`src/rtl/ghal_pkg.sv`:
```
package ghal_pkg;

    localparam int SLOTS  = 64;
    localparam int SLOT_W = $clog2(SLOTS);
    localparam int GEN_W  = 8;
    localparam int HDL_W  = 16;
    localparam int IN_W   = 24;
    localparam int OUT_W  = 48;
    localparam int TBL_W  = GEN_W + 1;

    localparam logic [7:0] SLOTS_B = 8'(SLOTS);

    localparam logic [1:0] ST_OK      = 2'd0;
    localparam logic [1:0] ST_NO_FREE = 2'd1;
    localparam logic [1:0] ST_STALE   = 2'd2;

    typedef enum logic [1:0] {
        CMD_CREATE     = 2'd0,
        CMD_LOOKUP     = 2'd1,
        CMD_REMOVE     = 2'd2,
        CMD_REMOVE_ALL = 2'd3
    } cmd_t;

    // controller to datapath
    typedef struct packed {
        logic take;       // input transaction accepted this cycle
        logic slot_load;  // latch popped slot, read its table entry
        logic scan_rd;    // read table entry at scan index
        logic scan_chk;   // free scanned entry if live, step index down
        logic commit;     // apply writes, load result register
    } ghal_cmd_t;

    // datapath to controller
    typedef struct packed {
        cmd_t in_cmd;
        logic out_free;
        logic scan_last;
    } ghal_sts_t;

endpackage

```
`src/rtl/ghal_ram.sv`:
```
module ghal_ram #(
    parameter int WIDTH = 8,
    parameter int DEPTH = 64
) (
    input  logic                     clk,
    input  logic                     we,
    input  logic [$clog2(DEPTH)-1:0] waddr,
    input  logic [WIDTH-1:0]         wdata,
    input  logic                     re,
    input  logic [$clog2(DEPTH)-1:0] raddr,
    output logic [WIDTH-1:0]         rdata
);

    logic [WIDTH-1:0] mem [DEPTH];
    logic [WIDTH-1:0] rdata_reg;

    always_ff @(posedge clk)
    begin
        if (we)
        begin
            mem[waddr] <= wdata;
        end
        if (re)
        begin
            rdata_reg <= mem[raddr];
        end
    end

    assign rdata = rdata_reg;

endmodule

```
`src/rtl/ghal_ctrl.sv`:
```
module ghal_ctrl (
    input  logic                clk,
    input  logic                rst_n,
    input  logic                s_tvalid,
    output logic                s_tready,
    input  ghal_pkg::ghal_sts_t sts,
    output ghal_pkg::ghal_cmd_t cmd
);

    typedef enum logic [2:0] {
        S_IDLE,
        S_C_TBL,
        S_RA_RD,
        S_RA_CHK,
        S_FIN
    } state_t;

    state_t state_reg;
    state_t state_next;

    always_comb
    begin
        cmd           = '0;
        s_tready      = (state_reg == S_IDLE);
        cmd.take      = (state_reg == S_IDLE) && s_tvalid;
        cmd.slot_load = (state_reg == S_C_TBL);
        cmd.scan_rd   = (state_reg == S_RA_RD);
        cmd.scan_chk  = (state_reg == S_RA_CHK);
        cmd.commit    = (state_reg == S_FIN) && sts.out_free;
    end

    always_comb
    begin
        state_next = state_reg;
        unique case (state_reg)
            S_IDLE:
            begin
                if (s_tvalid)
                begin
                    unique case (sts.in_cmd)
                        ghal_pkg::CMD_CREATE:     state_next = S_C_TBL;
                        ghal_pkg::CMD_LOOKUP:     state_next = S_FIN;
                        ghal_pkg::CMD_REMOVE:     state_next = S_FIN;
                        ghal_pkg::CMD_REMOVE_ALL: state_next = S_RA_RD;
                        default:                  state_next = S_IDLE;
                    endcase
                end
            end
            S_C_TBL:  state_next = S_FIN;
            S_RA_RD:  state_next = S_RA_CHK;
            S_RA_CHK: state_next = sts.scan_last ? S_FIN : S_RA_RD;
            S_FIN:    state_next = sts.out_free ? S_IDLE : S_FIN;
            default:  state_next = S_IDLE;
        endcase
    end

    always_ff @(posedge clk or negedge rst_n)
    begin
        if (!rst_n)
        begin
            state_reg <= S_IDLE;
        end
        else
        begin
            state_reg <= state_next;
        end
    end

    a_scan_walks : assert property (@(posedge clk) disable iff (!rst_n)
        (state_reg == S_RA_CHK && !sts.scan_last) |=> (state_reg == S_RA_RD))
        else $error("scan left before reaching slot zero");

endmodule

```
`src/rtl/ghal_dp.sv`:
```
module ghal_dp (
    input  logic                         clk,
    input  logic                         rst_n,
    input  logic [ghal_pkg::IN_W-1:0]    s_tdata,
    output logic                         m_tvalid,
    input  logic                         m_tready,
    output logic [ghal_pkg::OUT_W-1:0]   m_tdata,
    input  ghal_pkg::ghal_cmd_t          cmd,
    output ghal_pkg::ghal_sts_t          sts
);

    localparam int SW = ghal_pkg::SLOT_W;
    localparam int GW = ghal_pkg::GEN_W;

    // held operation
    ghal_pkg::cmd_t              op_reg;
    logic [ghal_pkg::HDL_W-1:0]  hdl_reg;
    logic [7:0]                  slot_reg;
    logic [SW-1:0]               scan_reg;
    logic [SW-1:0]               rem_reg;

    // pool state
    logic [SW-1:0]               fc_reg;
    logic [SW-1:0]               fc_next;
    logic [SW-1:0]               live_reg;
    logic [SW-1:0]               live_next;
    logic [ghal_pkg::SLOTS-1:0]  tbl_vld_reg;
    logic [ghal_pkg::SLOTS-1:0]  stk_vld_reg;
    logic [SW-1:0]               tbl_ra_reg;
    logic [SW-1:0]               stk_ra_reg;

    // result register
    logic                        out_valid_reg;
    logic [1:0]                  st_reg;
    logic [ghal_pkg::HDL_W-1:0]  hout_reg;
    logic [7:0]                  sout_reg;
    logic [7:0]                  lout_reg;
    logic [7:0]                  rout_reg;

    logic [1:0]                  st_next;
    logic [ghal_pkg::HDL_W-1:0]  hout_next;
    logic [7:0]                  sout_next;
    logic [7:0]                  rout_next;

    // memory ports
    logic                        tbl_re;
    logic [SW-1:0]               tbl_ra;
    logic                        tbl_we;
    logic [ghal_pkg::TBL_W-1:0]  tbl_wd;
    logic [ghal_pkg::TBL_W-1:0]  tbl_rd;
    logic                        stk_re;
    logic                        push;
    logic [7:0]                  stk_rd;

    // decoded read data
    logic                        tbl_live;
    logic [GW-1:0]               tbl_gen;
    logic [GW-1:0]               gen_new;
    logic [7:0]                  stk_slot;
    logic [7:0]                  h_slot;
    logic                        match;
    logic                        create_ok;
    logic                        out_free;
    logic                        is_create;
    logic                        is_remove;

    assign out_free = !out_valid_reg || m_tready;

    assign sts.in_cmd    = ghal_pkg::cmd_t'(s_tdata[1:0]);
    assign sts.out_free  = out_free;
    assign sts.scan_last = (scan_reg == '0);

    // entries never written read as their reset values
    assign tbl_live = tbl_vld_reg[tbl_ra_reg] & tbl_rd[GW];
    assign tbl_gen  = tbl_vld_reg[tbl_ra_reg] ? tbl_rd[GW-1:0]
                    : GW'(tbl_ra_reg) + GW'(1);
    assign gen_new  = tbl_gen + 1'b1;
    assign stk_slot = stk_vld_reg[stk_ra_reg] ? stk_rd
                    : 8'(ghal_pkg::SLOTS - 1) - 8'(stk_ra_reg);

    assign h_slot    = hdl_reg[15:8];
    assign match     = (h_slot != 8'd0) && (h_slot < ghal_pkg::SLOTS_B) && tbl_live
                     && (tbl_gen == hdl_reg[7:0]);
    assign create_ok = (fc_reg != '0) && (slot_reg != 8'd0)
                     && (slot_reg < ghal_pkg::SLOTS_B);

    assign is_create = (op_reg == ghal_pkg::CMD_CREATE);
    assign is_remove = (op_reg == ghal_pkg::CMD_REMOVE);

    // table read address
    always_comb
    begin
        tbl_re = cmd.take || cmd.slot_load || cmd.scan_rd;
        priority if (cmd.take)
        begin
            tbl_ra = SW'(s_tdata[17:10]);
        end
        else if (cmd.slot_load)
        begin
            tbl_ra = SW'(stk_slot);
        end
        else
        begin
            tbl_ra = scan_reg;
        end
    end

    assign stk_re = cmd.take && (sts.in_cmd == ghal_pkg::CMD_CREATE);

    // every table write hits the table entry read just before
    assign tbl_we = (cmd.commit && is_create && create_ok)
                  || (cmd.commit && is_remove && match)
                  || (cmd.scan_chk && tbl_live);
    assign tbl_wd = is_create ? {1'b1, gen_new} : {1'b0, tbl_gen};
    assign push   = (cmd.commit && is_remove && match) || (cmd.scan_chk && tbl_live);

    always_comb
    begin
        fc_next   = fc_reg;
        live_next = live_reg;
        if (cmd.commit && is_create && create_ok)
        begin
            fc_next   = fc_reg - 1'b1;
            live_next = live_reg + 1'b1;
        end
        if (push)
        begin
            fc_next = fc_reg + 1'b1;
            if (live_reg != '0)
            begin
                live_next = live_reg - 1'b1;
            end
        end
    end

    always_comb
    begin
        st_next   = ghal_pkg::ST_OK;
        hout_next = '0;
        sout_next = 8'd0;
        rout_next = 8'd0;
        unique case (op_reg)
            ghal_pkg::CMD_CREATE:
            begin
                if (create_ok)
                begin
                    hout_next = {slot_reg, gen_new};
                    sout_next = slot_reg;
                end
                else
                begin
                    st_next = ghal_pkg::ST_NO_FREE;
                end
            end
            ghal_pkg::CMD_LOOKUP, ghal_pkg::CMD_REMOVE:
            begin
                if (match)
                begin
                    sout_next = h_slot;
                    rout_next = is_remove ? 8'd1 : 8'd0;
                end
                else
                begin
                    st_next = ghal_pkg::ST_STALE;
                end
            end
            ghal_pkg::CMD_REMOVE_ALL:
            begin
                rout_next = 8'(rem_reg);
            end
            default:
            begin
                st_next = ghal_pkg::ST_STALE;
            end
        endcase
    end

    always_ff @(posedge clk or negedge rst_n)
    begin
        if (!rst_n)
        begin
            fc_reg        <= SW'(ghal_pkg::SLOTS - 1);
            live_reg      <= '0;
            tbl_vld_reg   <= '0;
            stk_vld_reg   <= '0;
            out_valid_reg <= 1'b0;
        end
        else
        begin
            fc_reg   <= fc_next;
            live_reg <= live_next;
            if (tbl_we)
            begin
                tbl_vld_reg[tbl_ra_reg] <= 1'b1;
            end
            if (push)
            begin
                stk_vld_reg[fc_reg] <= 1'b1;
            end
            if (cmd.commit)
            begin
                out_valid_reg <= 1'b1;
            end
            else if (m_tready)
            begin
                out_valid_reg <= 1'b0;
            end
        end
    end

    always_ff @(posedge clk)
    begin
        if (cmd.take)
        begin
            op_reg   <= sts.in_cmd;
            hdl_reg  <= s_tdata[17:2];
            scan_reg <= SW'(ghal_pkg::SLOTS - 1);
            rem_reg  <= '0;
        end
        if (cmd.slot_load)
        begin
            slot_reg <= stk_slot;
        end
        if (cmd.scan_chk)
        begin
            scan_reg <= scan_reg - 1'b1;
            if (tbl_live)
            begin
                rem_reg <= rem_reg + 1'b1;
            end
        end
        if (tbl_re)
        begin
            tbl_ra_reg <= tbl_ra;
        end
        if (stk_re)
        begin
            stk_ra_reg <= fc_reg - 1'b1;
        end
        if (cmd.commit)
        begin
            st_reg   <= st_next;
            hout_reg <= hout_next;
            sout_reg <= sout_next;
            lout_reg <= 8'(live_next);
            rout_reg <= rout_next;
        end
    end

    ghal_ram #(
        .WIDTH (ghal_pkg::TBL_W),
        .DEPTH (ghal_pkg::SLOTS)
    ) u_tbl (
        .clk   (clk),
        .we    (tbl_we),
        .waddr (tbl_ra_reg),
        .wdata (tbl_wd),
        .re    (tbl_re),
        .raddr (tbl_ra),
        .rdata (tbl_rd)
    );

    ghal_ram #(
        .WIDTH (8),
        .DEPTH (ghal_pkg::SLOTS)
    ) u_stk (
        .clk   (clk),
        .we    (push),
        .waddr (fc_reg),
        .wdata (8'(tbl_ra_reg)),
        .re    (stk_re),
        .raddr (fc_reg - 1'b1),
        .rdata (stk_rd)
    );

    assign m_tvalid = out_valid_reg;
    assign m_tdata  = {6'd0, rout_reg, lout_reg, sout_reg, hout_reg, st_reg};

    a_pool_conserved : assert property (@(posedge clk) disable iff (!rst_n)
        ((SW+1)'(fc_reg) + (SW+1)'(live_reg)) == (SW+1)'(ghal_pkg::SLOTS - 1))
        else $error("free and live counts do not add up to the pool size");

    a_push_room : assert property (@(posedge clk) disable iff (!rst_n)
        push |-> (fc_reg < SW'(ghal_pkg::SLOTS - 1)))
        else $error("push onto a full free stack");

    a_commit_room : assert property (@(posedge clk) disable iff (!rst_n)
        cmd.commit |-> out_free)
        else $error("result overwritten before it was taken");

    a_create_free_slot : assert property (@(posedge clk) disable iff (!rst_n)
        (cmd.commit && is_create && create_ok) |-> !tbl_live)
        else $error("create handed out a live slot");

endmodule

```
`src/rtl/generational_handle_allocator.sv`:
```
// Steps from accept to result, set by the registered reads of the slot table
// and free stack RAMs: lookup and remove read the table on accept; create pops
// the free stack on accept, then reads the popped slot's table entry; remove
// all does one table read and one check per slot. Throughput: one item at a
// time; the next is taken the cycle after the result loads, once output is free.
// Reset: asynchronous, active low; per-entry valid bits make both RAMs read as
// their reset contents at once, so there is no clearing pass.
module generational_handle_allocator (
    input  logic                       clk,
    input  logic                       rst_n,
    input  logic                       s_tvalid,
    output logic                       s_tready,
    input  logic [ghal_pkg::IN_W-1:0]  s_tdata,   // cmd[1:0], handle_in[17:2]
    output logic                       m_tvalid,
    input  logic                       m_tready,
    output logic [ghal_pkg::OUT_W-1:0] m_tdata    // status[1:0], handle_out[17:2],
                                                  // slot_out[25:18], live_count[33:26],
                                                  // removed_count[41:34]
);

    ghal_pkg::ghal_cmd_t cmd;
    ghal_pkg::ghal_sts_t sts;

    // sequence each transaction: accept, memory reads, commit into result register
    ghal_ctrl u_ctrl (
        .clk      (clk),
        .rst_n    (rst_n),
        .s_tvalid (s_tvalid),
        .s_tready (s_tready),
        .sts      (sts),
        .cmd      (cmd)
    );

    // slot table, free stack, counters and the output register
    ghal_dp u_dp (
        .clk      (clk),
        .rst_n    (rst_n),
        .s_tdata  (s_tdata),
        .m_tvalid (m_tvalid),
        .m_tready (m_tready),
        .m_tdata  (m_tdata),
        .cmd      (cmd),
        .sts      (sts)
    );

endmodule
```
`config.mk`:
```
export PLATFORM = sky130hd
export DESIGN_NAME = generational_handle_allocator
export DESIGN_NICKNAME = d
export VERILOG_FILES = /design/src/rtl/ghal_pkg.sv /design/src/rtl/ghal_ram.sv /design/src/rtl/ghal_ctrl.sv /design/src/rtl/ghal_dp.sv /design/src/rtl/generational_handle_allocator.sv
export SDC_FILE = /design/constraint.sdc
export NUM_CORES = 1
export LEC_CHECK = 0
export BUFFER_PORTS_ARGS = -buffer_cell sky130_fd_sc_hd__buf_2
export CORE_ASPECT_RATIO = 0.9
export CORE_MARGIN = 3
export CORE_UTILIZATION = 61
export DETAILED_ROUTE_END_ITERATION = 8
export GPL_ROUTABILITY_DRIVEN = 0
export PLACE_DENSITY = 0.79
export SYNTH_ARGS = -nofsm -noshare
export SYNTH_HDL_FRONTEND = slang
export SYNTH_SLANG_ARGS = --single-unit
```
`constraint.sdc`:
```
create_clock -name clk -period 7.9 [get_ports clk]
set_input_delay 1.975 -clock clk [delete_from_list [all_inputs] [get_ports clk]]
set_output_delay 1.975 -clock clk [all_outputs]
set_load 0.02 [all_outputs]
```
==> results of run 1 <==
metrics by stage:
step | worst slack (ps) | utilization (%) | hold WS, ps
final | 1870 | 68.7 | 468
after global routing | 1700 | 68.7 | 480
after CTS | 2020 | 68.7 | 466
after detailed placement | 1410 | 64.0 | 448
after global placement | 1600 | 64.0 | 440
after floorplan | 1500 | - | 425
critical path, stage by stage:
cell,delay [ps]
buf_2,160
nand2_1,260
inv_1,540
buf_4,360
nor2_1,100
a22o_1,230
o31ai_1,390
and2_1,250
inv_2,300
nor4_2,1210
a22oi_1,250
and4_1,400
nand4_1,110
layout make-up:
cell class,instances,share of cell area [%]
well taps,1039,2.40
flip-flops and latches,1203,65.4
clock inverters,55,1.04
inverters,35,0.248
multi-input cells,1614,23.9
repair buffers,105,1.24
clock buffers,158,5.81
cell usage in the layout (no fill, tap or decap), types with 13 or more instances in the layout:
cell	instances
xnor2_1	16
clkinv_2	18
inv_1	28
and3_1	31
nand2_1	262
dfrtp_1	138
mux2i_1	295
buf_2	58
nand4_1	23
ha_1	14
nand3_1	83
buf_4	44
nor2b_1	13
clkbuf_16	116
o21ai_0	37
conb_1	14
mux4_2	143
a31oi_1	16
o22ai_1	20
edfxtp_1	1053
a21oi_1	40
clkinv_1	18
and2_1	13
clkbuf_1	34
nor3_1	40
or2_2	129
nor2_1	204
a22oi_1	43
per-layer routing:
layer | part of all wire, % | up-vias
met3 | 12 | 324
met2 | 46 | 1852
met5 | 0 | -
li1 | - | 11600
met4 | 3.5 | 0
met1 | 39 | 14200
power breakdown:
part	switching, mW	internal [mW]	leakage [nW]
combinational	5.31	2.56	5.97
sequential	0.333	8.65	11.5
clock	2.30	3.07	1.79
cell families (layout without fill, tap and decap cells):
| kind of cell | count (synthesis) | after routing | share of synthesized area [%] |
|---|---|---|---|
| xor gates and xnor gates | 38 | 38 | 0.680 |
| other | 1 | 14 | 0.00767 |
| and+or+nand+nor | 861 | 861 | 8.52 |
| buffers and inverters | 191 | 353 | 1.83 |
| muxes | 444 | 444 | 12.8 |
| DFF | 1203 | 1203 | 72.3 |
| adders and majority gates | 16 | 16 | 0.409 |
| AOI/OAI and AO/OA | 241 | 241 | 3.52 |
worst max-delay path by stage:
stage / startpoint / end / slack (ps)
final: s_tvalid / u_dp.u_tbl.rdata[6]$_DFFE_PP_ / 1870
after global routing: u_dp.tbl_ra_reg[1]$_DFFE_PP_ / u_dp.u_tbl.mem[38][4]$_DFFE_PP_ / 1700
after CTS: u_dp.tbl_ra_reg[1]$_DFFE_PP_ / u_dp.u_tbl.mem[28][4]$_DFFE_PP_ / 2020
after detailed placement: s_tvalid / u_dp.u_tbl.rdata[1]$_DFFE_PP_ / 1410
after global placement: s_tvalid / u_dp.u_tbl.rdata[4]$_DFFE_PP_ / 1600
after floorplan: u_dp.tbl_ra_reg[0]$_DFFE_PP_ / u_dp.u_tbl.mem[0][4]$_DFFE_PP_ / 1500
==> metrics.md, run 1 <==
| Metric | Value |
|---|---|
| Status | finished, final reports clean |
| DRC | 0 |
| Final std cells w/o fill | 4,209 |
| Max Freq | 166 MHz |
| Power, Total | 22.2 mW |
| WHS Endpoint | u_dp.tbl_vld_reg[24]$_DFFE_PN0P_ |
| Tot GR Track Use | 27.8% |
| Iter 0 DRT Violations | 4,129 |
| Top flop regs | u_dp.u_tbl.mem (576), u_dp.u_stk.mem (384) |
| Max_cap viols | 0 |
| Dominant synthesized flop cell | edfxtp_1 |
| Die width | 304 um |
| Reg2reg path depth | 15 |
| Maximum root-to-sink buffer count | 3 |
| Clock latency at the later pin of the worst-skew pair | 690 ps |
| P per Cell Area | 411 nW/um2 |
| EDFF count, synth | 1,053 |
| #FFs+latches synth | 1,203 |
| CP required | 8430 ps |
| Path type of the worst setup path | in2reg |
| Hold Path Stages | 1 |
| Area taken by flip-flops and latches | 35,400 um2 |
| Post-Place Cells | 3,996 |
| Ant diodes | 0 |
| Final clock skew | 30.3 ps |
| Asr flop ratio synth | 12.0% |
| Number of global-route vias before repair | 27,600 |
| Via count of the routed design | 28,000 |
| Initial DRT Pass Iterations | 8 |
| Root buffer cell | clkbuf_16 |
| Die Y | 275 um |
| Worst-path fanout max | 28 |
| Hold Buf Count CTS | 0 |
| Hpwl dp | 72,200 um |
| GR met3 Demand/Resource | 7.61% |
| R2R Path End | u_dp.u_tbl.mem[57][4]$_DFFE_PP_ |
| Post-synth design cell area | 48,900 um2 |
| Site Rows | 97 |
| RR Startpoint | u_dp.tbl_ra_reg[1]$_DFFE_PP_ |
| YS warnings | 0 |
| Clock Pin Slew Worst Setup and Hold Paths | 60 ps |
| Grt ovf | 0 |
| Final instance area | 54,100 um2 |
| Commonest cells post-synth | 1,053 x edfxtp_1, 295 x mux2i_1, 262 x nand2_1, 204 x nor2_1, 143 x mux4_2 |
| Setup crit start kind | input pin |
| # Post-CTS Setup Buffers | 0 |
| Fin. max-slew vios | 0 |
| Layout Nets | 3,116 |
| Port buffer count | 59 |
| Top-count cell post-synth | edfxtp_1 |
| Multi-input logic area | 12,900 um2 |
| Initial Util | 62.2% |
| Pleak | 19.3 nW |
| Initial antenna violation count | 1 |
| Post-DP Area | 50,400 um2 |
| Max reg flops | 576 |
| CP arrival | 6570 ps |
| Hold path startpoint | u_dp.tbl_vld_reg[24]$_DFFE_PN0P_ |
| Top cells by area, synth | edfxtp_1 65%, dfrtp_1 7.1%, mux4_2 6.6% |
| Worst vdd ir | 1.57 mV |
| R2R Setup Slk | 1900 ps |
| H-Tree Level Count | 3 |
| Top cell type's share of synthesized area | 64.6% |
| Filler Cells Inserted | 4,822 |
| CTS Sinks | 1,203 |
| First-pass GRT wire length | 174,000 um |
| TNS Setup | 0 ps |
| Top reg by flops | u_dp.u_tbl.mem |
| Syn Area/Cell | 16.3 um2 |
| Library cells used by synthesis | 74 |
| Post-synthesis sequential area ratio | 72.3% |
| Clock tree from TritonCTS | built |
| DR vias/cell | 6.66 |
| RSZ-0062 raised after global routing | false |
| Layout Area Growth over Synthesis | 10.5% |
| HP Class | reg2reg |
| M1 GR Usage | 39.6% |
| Minimum clock period after layout | 6030 ps |
| Worst-Margin Slew | 1360 ps |
| Syn Inst Count | 2,995 |
| Post_cts resized | 0 |
| Setup violations, final | 0 |
| Gr busiest metal | met2 |
| Cts bufs inserted | 113 |
| Pin count of the biggest net entering global routing | 92 |
| Final hold vios | 0 |
| WL per Instance | 27.6 um |
| Synth area leader | edfxtp_1 |
| Io pins | 78 |
| Layout cell share with drive strength beyond 1 | 18.9% |
| Max-slew headroom | 8.43% |
| Met2 usage | 42.3% |
| Critical path endpoint category | register |
| DIE AREA | 83,600 um2 |
| ANT nets after route | 0 |
| Core footprint | 78,600 um2 |
| Final period util | 76.4% |
| Final WL | 116,000 um |
No activity file was read; power rests on OpenSTA's default activity.
==> run 2: changes to the inputs <==
Clock period 7.9 ns to 6.1 ns, I/O delays scaled along.
==> run 2 against run 1 <==
  * Non-clock buffer count rose by 89
  * Largest power group unchanged
  * Die area is the same
  * Combinational power up 32%
==> metrics.md, run 2 (synthesized netlist as in run 1, its figures left out) <==
| Metric | Value |
|---|---|
| CP arrival | 5790 ps |
| Root buffer cell | clkbuf_16 |
| Post_cts resized | 0 |
| Critical path endpoint category | register |
| Initial Util | 62.2% |
| Most frequent cells in the layout | 1,053 x edfxtp_1, 295 x mux2i_1, 262 x nand2_1 |
| Final hold vios | 0 |
| Max-slew headroom | 20.0% |
| Die Y | 275 um |
| HP Class | reg2reg |
| Core footprint | 78,600 um2 |
| Final WL | 118,000 um |
| Pleak | 19.8 nW |
| Die width | 304 um |
| Port buffer count | 59 |
| Clock latency at the later pin of the worst-skew pair | 680 ps |
| WL per Instance | 27.3 um |
| R2R Path End | u_dp.u_stk.mem[63][4]$_DFFE_PP_ |
| Pin count of the biggest net entering global routing | 115 |
| H-Tree Level Count | 3 |
| Final core occ | 69.7% |
| ANT nets after route | 0 |
| # Post-CTS Setup Buffers | 0 |
| Tot GR Track Use | 28.1% |
| Hpwl dp | 72,800 um |
| Grt ovf | 0 |
| Layout Nets | 3,207 |
| DIE AREA | 83,600 um2 |
| Minimum clock period after layout | 5500 ps |
| Max_cap viols | 0 |
| Top flop regs | u_dp.u_tbl.mem (576), u_dp.u_stk.mem (384) |
| Clock Pin Slew Worst Setup and Hold Paths | 60 ps |
| CP required | 6390 ps |
| Max Freq | 182 MHz |
| Cts bufs inserted | 115 |
| Number of global-route vias before repair | 28,200 |
| Max reg flops | 576 |
| Site Rows | 97 |
| Status | finished, final reports clean |
| Initial DRT Pass Iterations | 8 |
| DRC | 0 |
| R2R Setup Slk | 600 ps |
| Final period util | 90.1% |
| Setup violations, final | 0 |
| CTS Sinks | 1,203 |
| Hold Buf Count CTS | 0 |
| Initial antenna violation count | 6 |
| Final clock skew | 31.3 ps |
| Worst-path fanout max | 32 |
| RSZ-0062 raised after global routing | false |
| Io pins | 78 |
| Maximum root-to-sink buffer count | 3 |
| Via count of the routed design | 28,200 |
| Setup crit start kind | register |
| Worst setup path end | u_dp.u_stk.mem[63][4]$_DFFE_PP_ |
| Worst vdd ir | 0.468 mV |
| Iter 0 DRT Violations | 3,502 |
| TNS Setup | 0 ps |
| Top reg by flops | u_dp.u_tbl.mem |
| Commonest non-fill, non-tap cell in the layout | edfxtp_1 |
| DR vias/cell | 6.55 |
| Fin. max-slew vios | 0 |
| Layout Area Growth over Synthesis | 12.1% |
| RR Startpoint | u_dp.tbl_ra_reg[0]$_DFFE_PP_ |
| Clock tree from TritonCTS | built |
| Reg2reg path depth | 11 |
| P per Cell Area | 532 nW/um2 |
| CP Launch Point | u_dp.tbl_ra_reg[0]$_DFFE_PP_ |
| Worst-Margin Slew | 1190 ps |
| Path type of the worst setup path | reg2reg |
| Layout cell share with drive strength beyond 1 | 21.4% |
| First-pass GRT wire length | 177,000 um |
## run 2: cell count changes in the layout (fill, tap and decap cells not counted), sizes merged
cell / before / now
clkbuf: 158 / 156
clkinv: 41 / 51
diode: 0 / 4
buf: 105 / 194
inv: 34 / 36
clkinvlp: 6 / 2
## run 2: how the worst min path moves through the flow
stage | start | end | slack [ps] | cells past startpoint
after detailed placement | u_dp.tbl_vld_reg[49]$_DFFE_PN0P_ | u_dp.tbl_vld_reg[49]$_DFFE_PN0P_ | 450 | 2
after floorplan | u_dp.rem_reg[5]$_DFF_P_ | u_dp.rem_reg[5]$_DFF_P_ | 430 | 1
after global placement | u_dp.tbl_vld_reg[49]$_DFFE_PN0P_ | u_dp.tbl_vld_reg[49]$_DFFE_PN0P_ | 440 | 2
after CTS | u_dp.tbl_vld_reg[49]$_DFFE_PN0P_ | u_dp.tbl_vld_reg[49]$_DFFE_PN0P_ | 460 | 2
after global routing | u_dp.tbl_vld_reg[25]$_DFFE_PN0P_ | u_dp.tbl_vld_reg[25]$_DFFE_PN0P_ | 480 | 1
final | u_dp.tbl_vld_reg[49]$_DFFE_PN0P_ | u_dp.tbl_vld_reg[49]$_DFFE_PN0P_ | 460 | 2
## run 2: final cells by class
class / count / area (um2)
Timing Repair Buffer: 194 / 1350
Multi-Input combinational cell: 1614 / 12900
Antenna cell: 4 / 10.0
Clock buffer: 156 / 3220
Clock inverter: 63 / 559
Tap cell: 1039 / 1300
Sequential cell: 1203 / 35400
Fill cell: 4711 / 23800
Inverter: 35 / 134
## run 2: worst max-delay path: stages (launching register included)
cell,delay (ps)
edfxtp_1,980
buf_4,320
buf_4,360
inv_1,250
mux4_2,320
o221ai_1,90
a22oi_1,140
o2111ai_2,400
o211a_1,510
and2_1,260
nand3_1,620
nor2_1,840
## run 2: per-stage QoR
step	cells	hold slack (ps)	power (mW)	setup slack (ps)	cell area (um2)
2_1_floorplan	3008	425	18.2	87.8	49000
3_3_place_gp	4085	442	21.6	849	51100
3_5_place_dp	4085	445	22.0	660	51100
4_1_cts	4304	458	29.1	818	54800
5_1_grt	4305	475	30.2	428	54800
6_report	4308	463	29.2	605	54800
## run 2: layer usage
metal	GRT usage, %	vias up	part of all wire (%)
li1	-	11900	-
met1	39.6	14200	38
met2	43.2	1827	47
met3	7.90	301	12
met4	9.42	4	3.2
met5	0	-	0.023
## run 2: power by group
group / total, mW / internal (mW) / switching, mW
Combinational: 10.4 / 3.46 / 6.91
Sequential: 11.8 / 11.3 / 0.450
Clock: 7.05 / 4.07 / 2.98
Total: 29.2 / 18.8 / 10.3
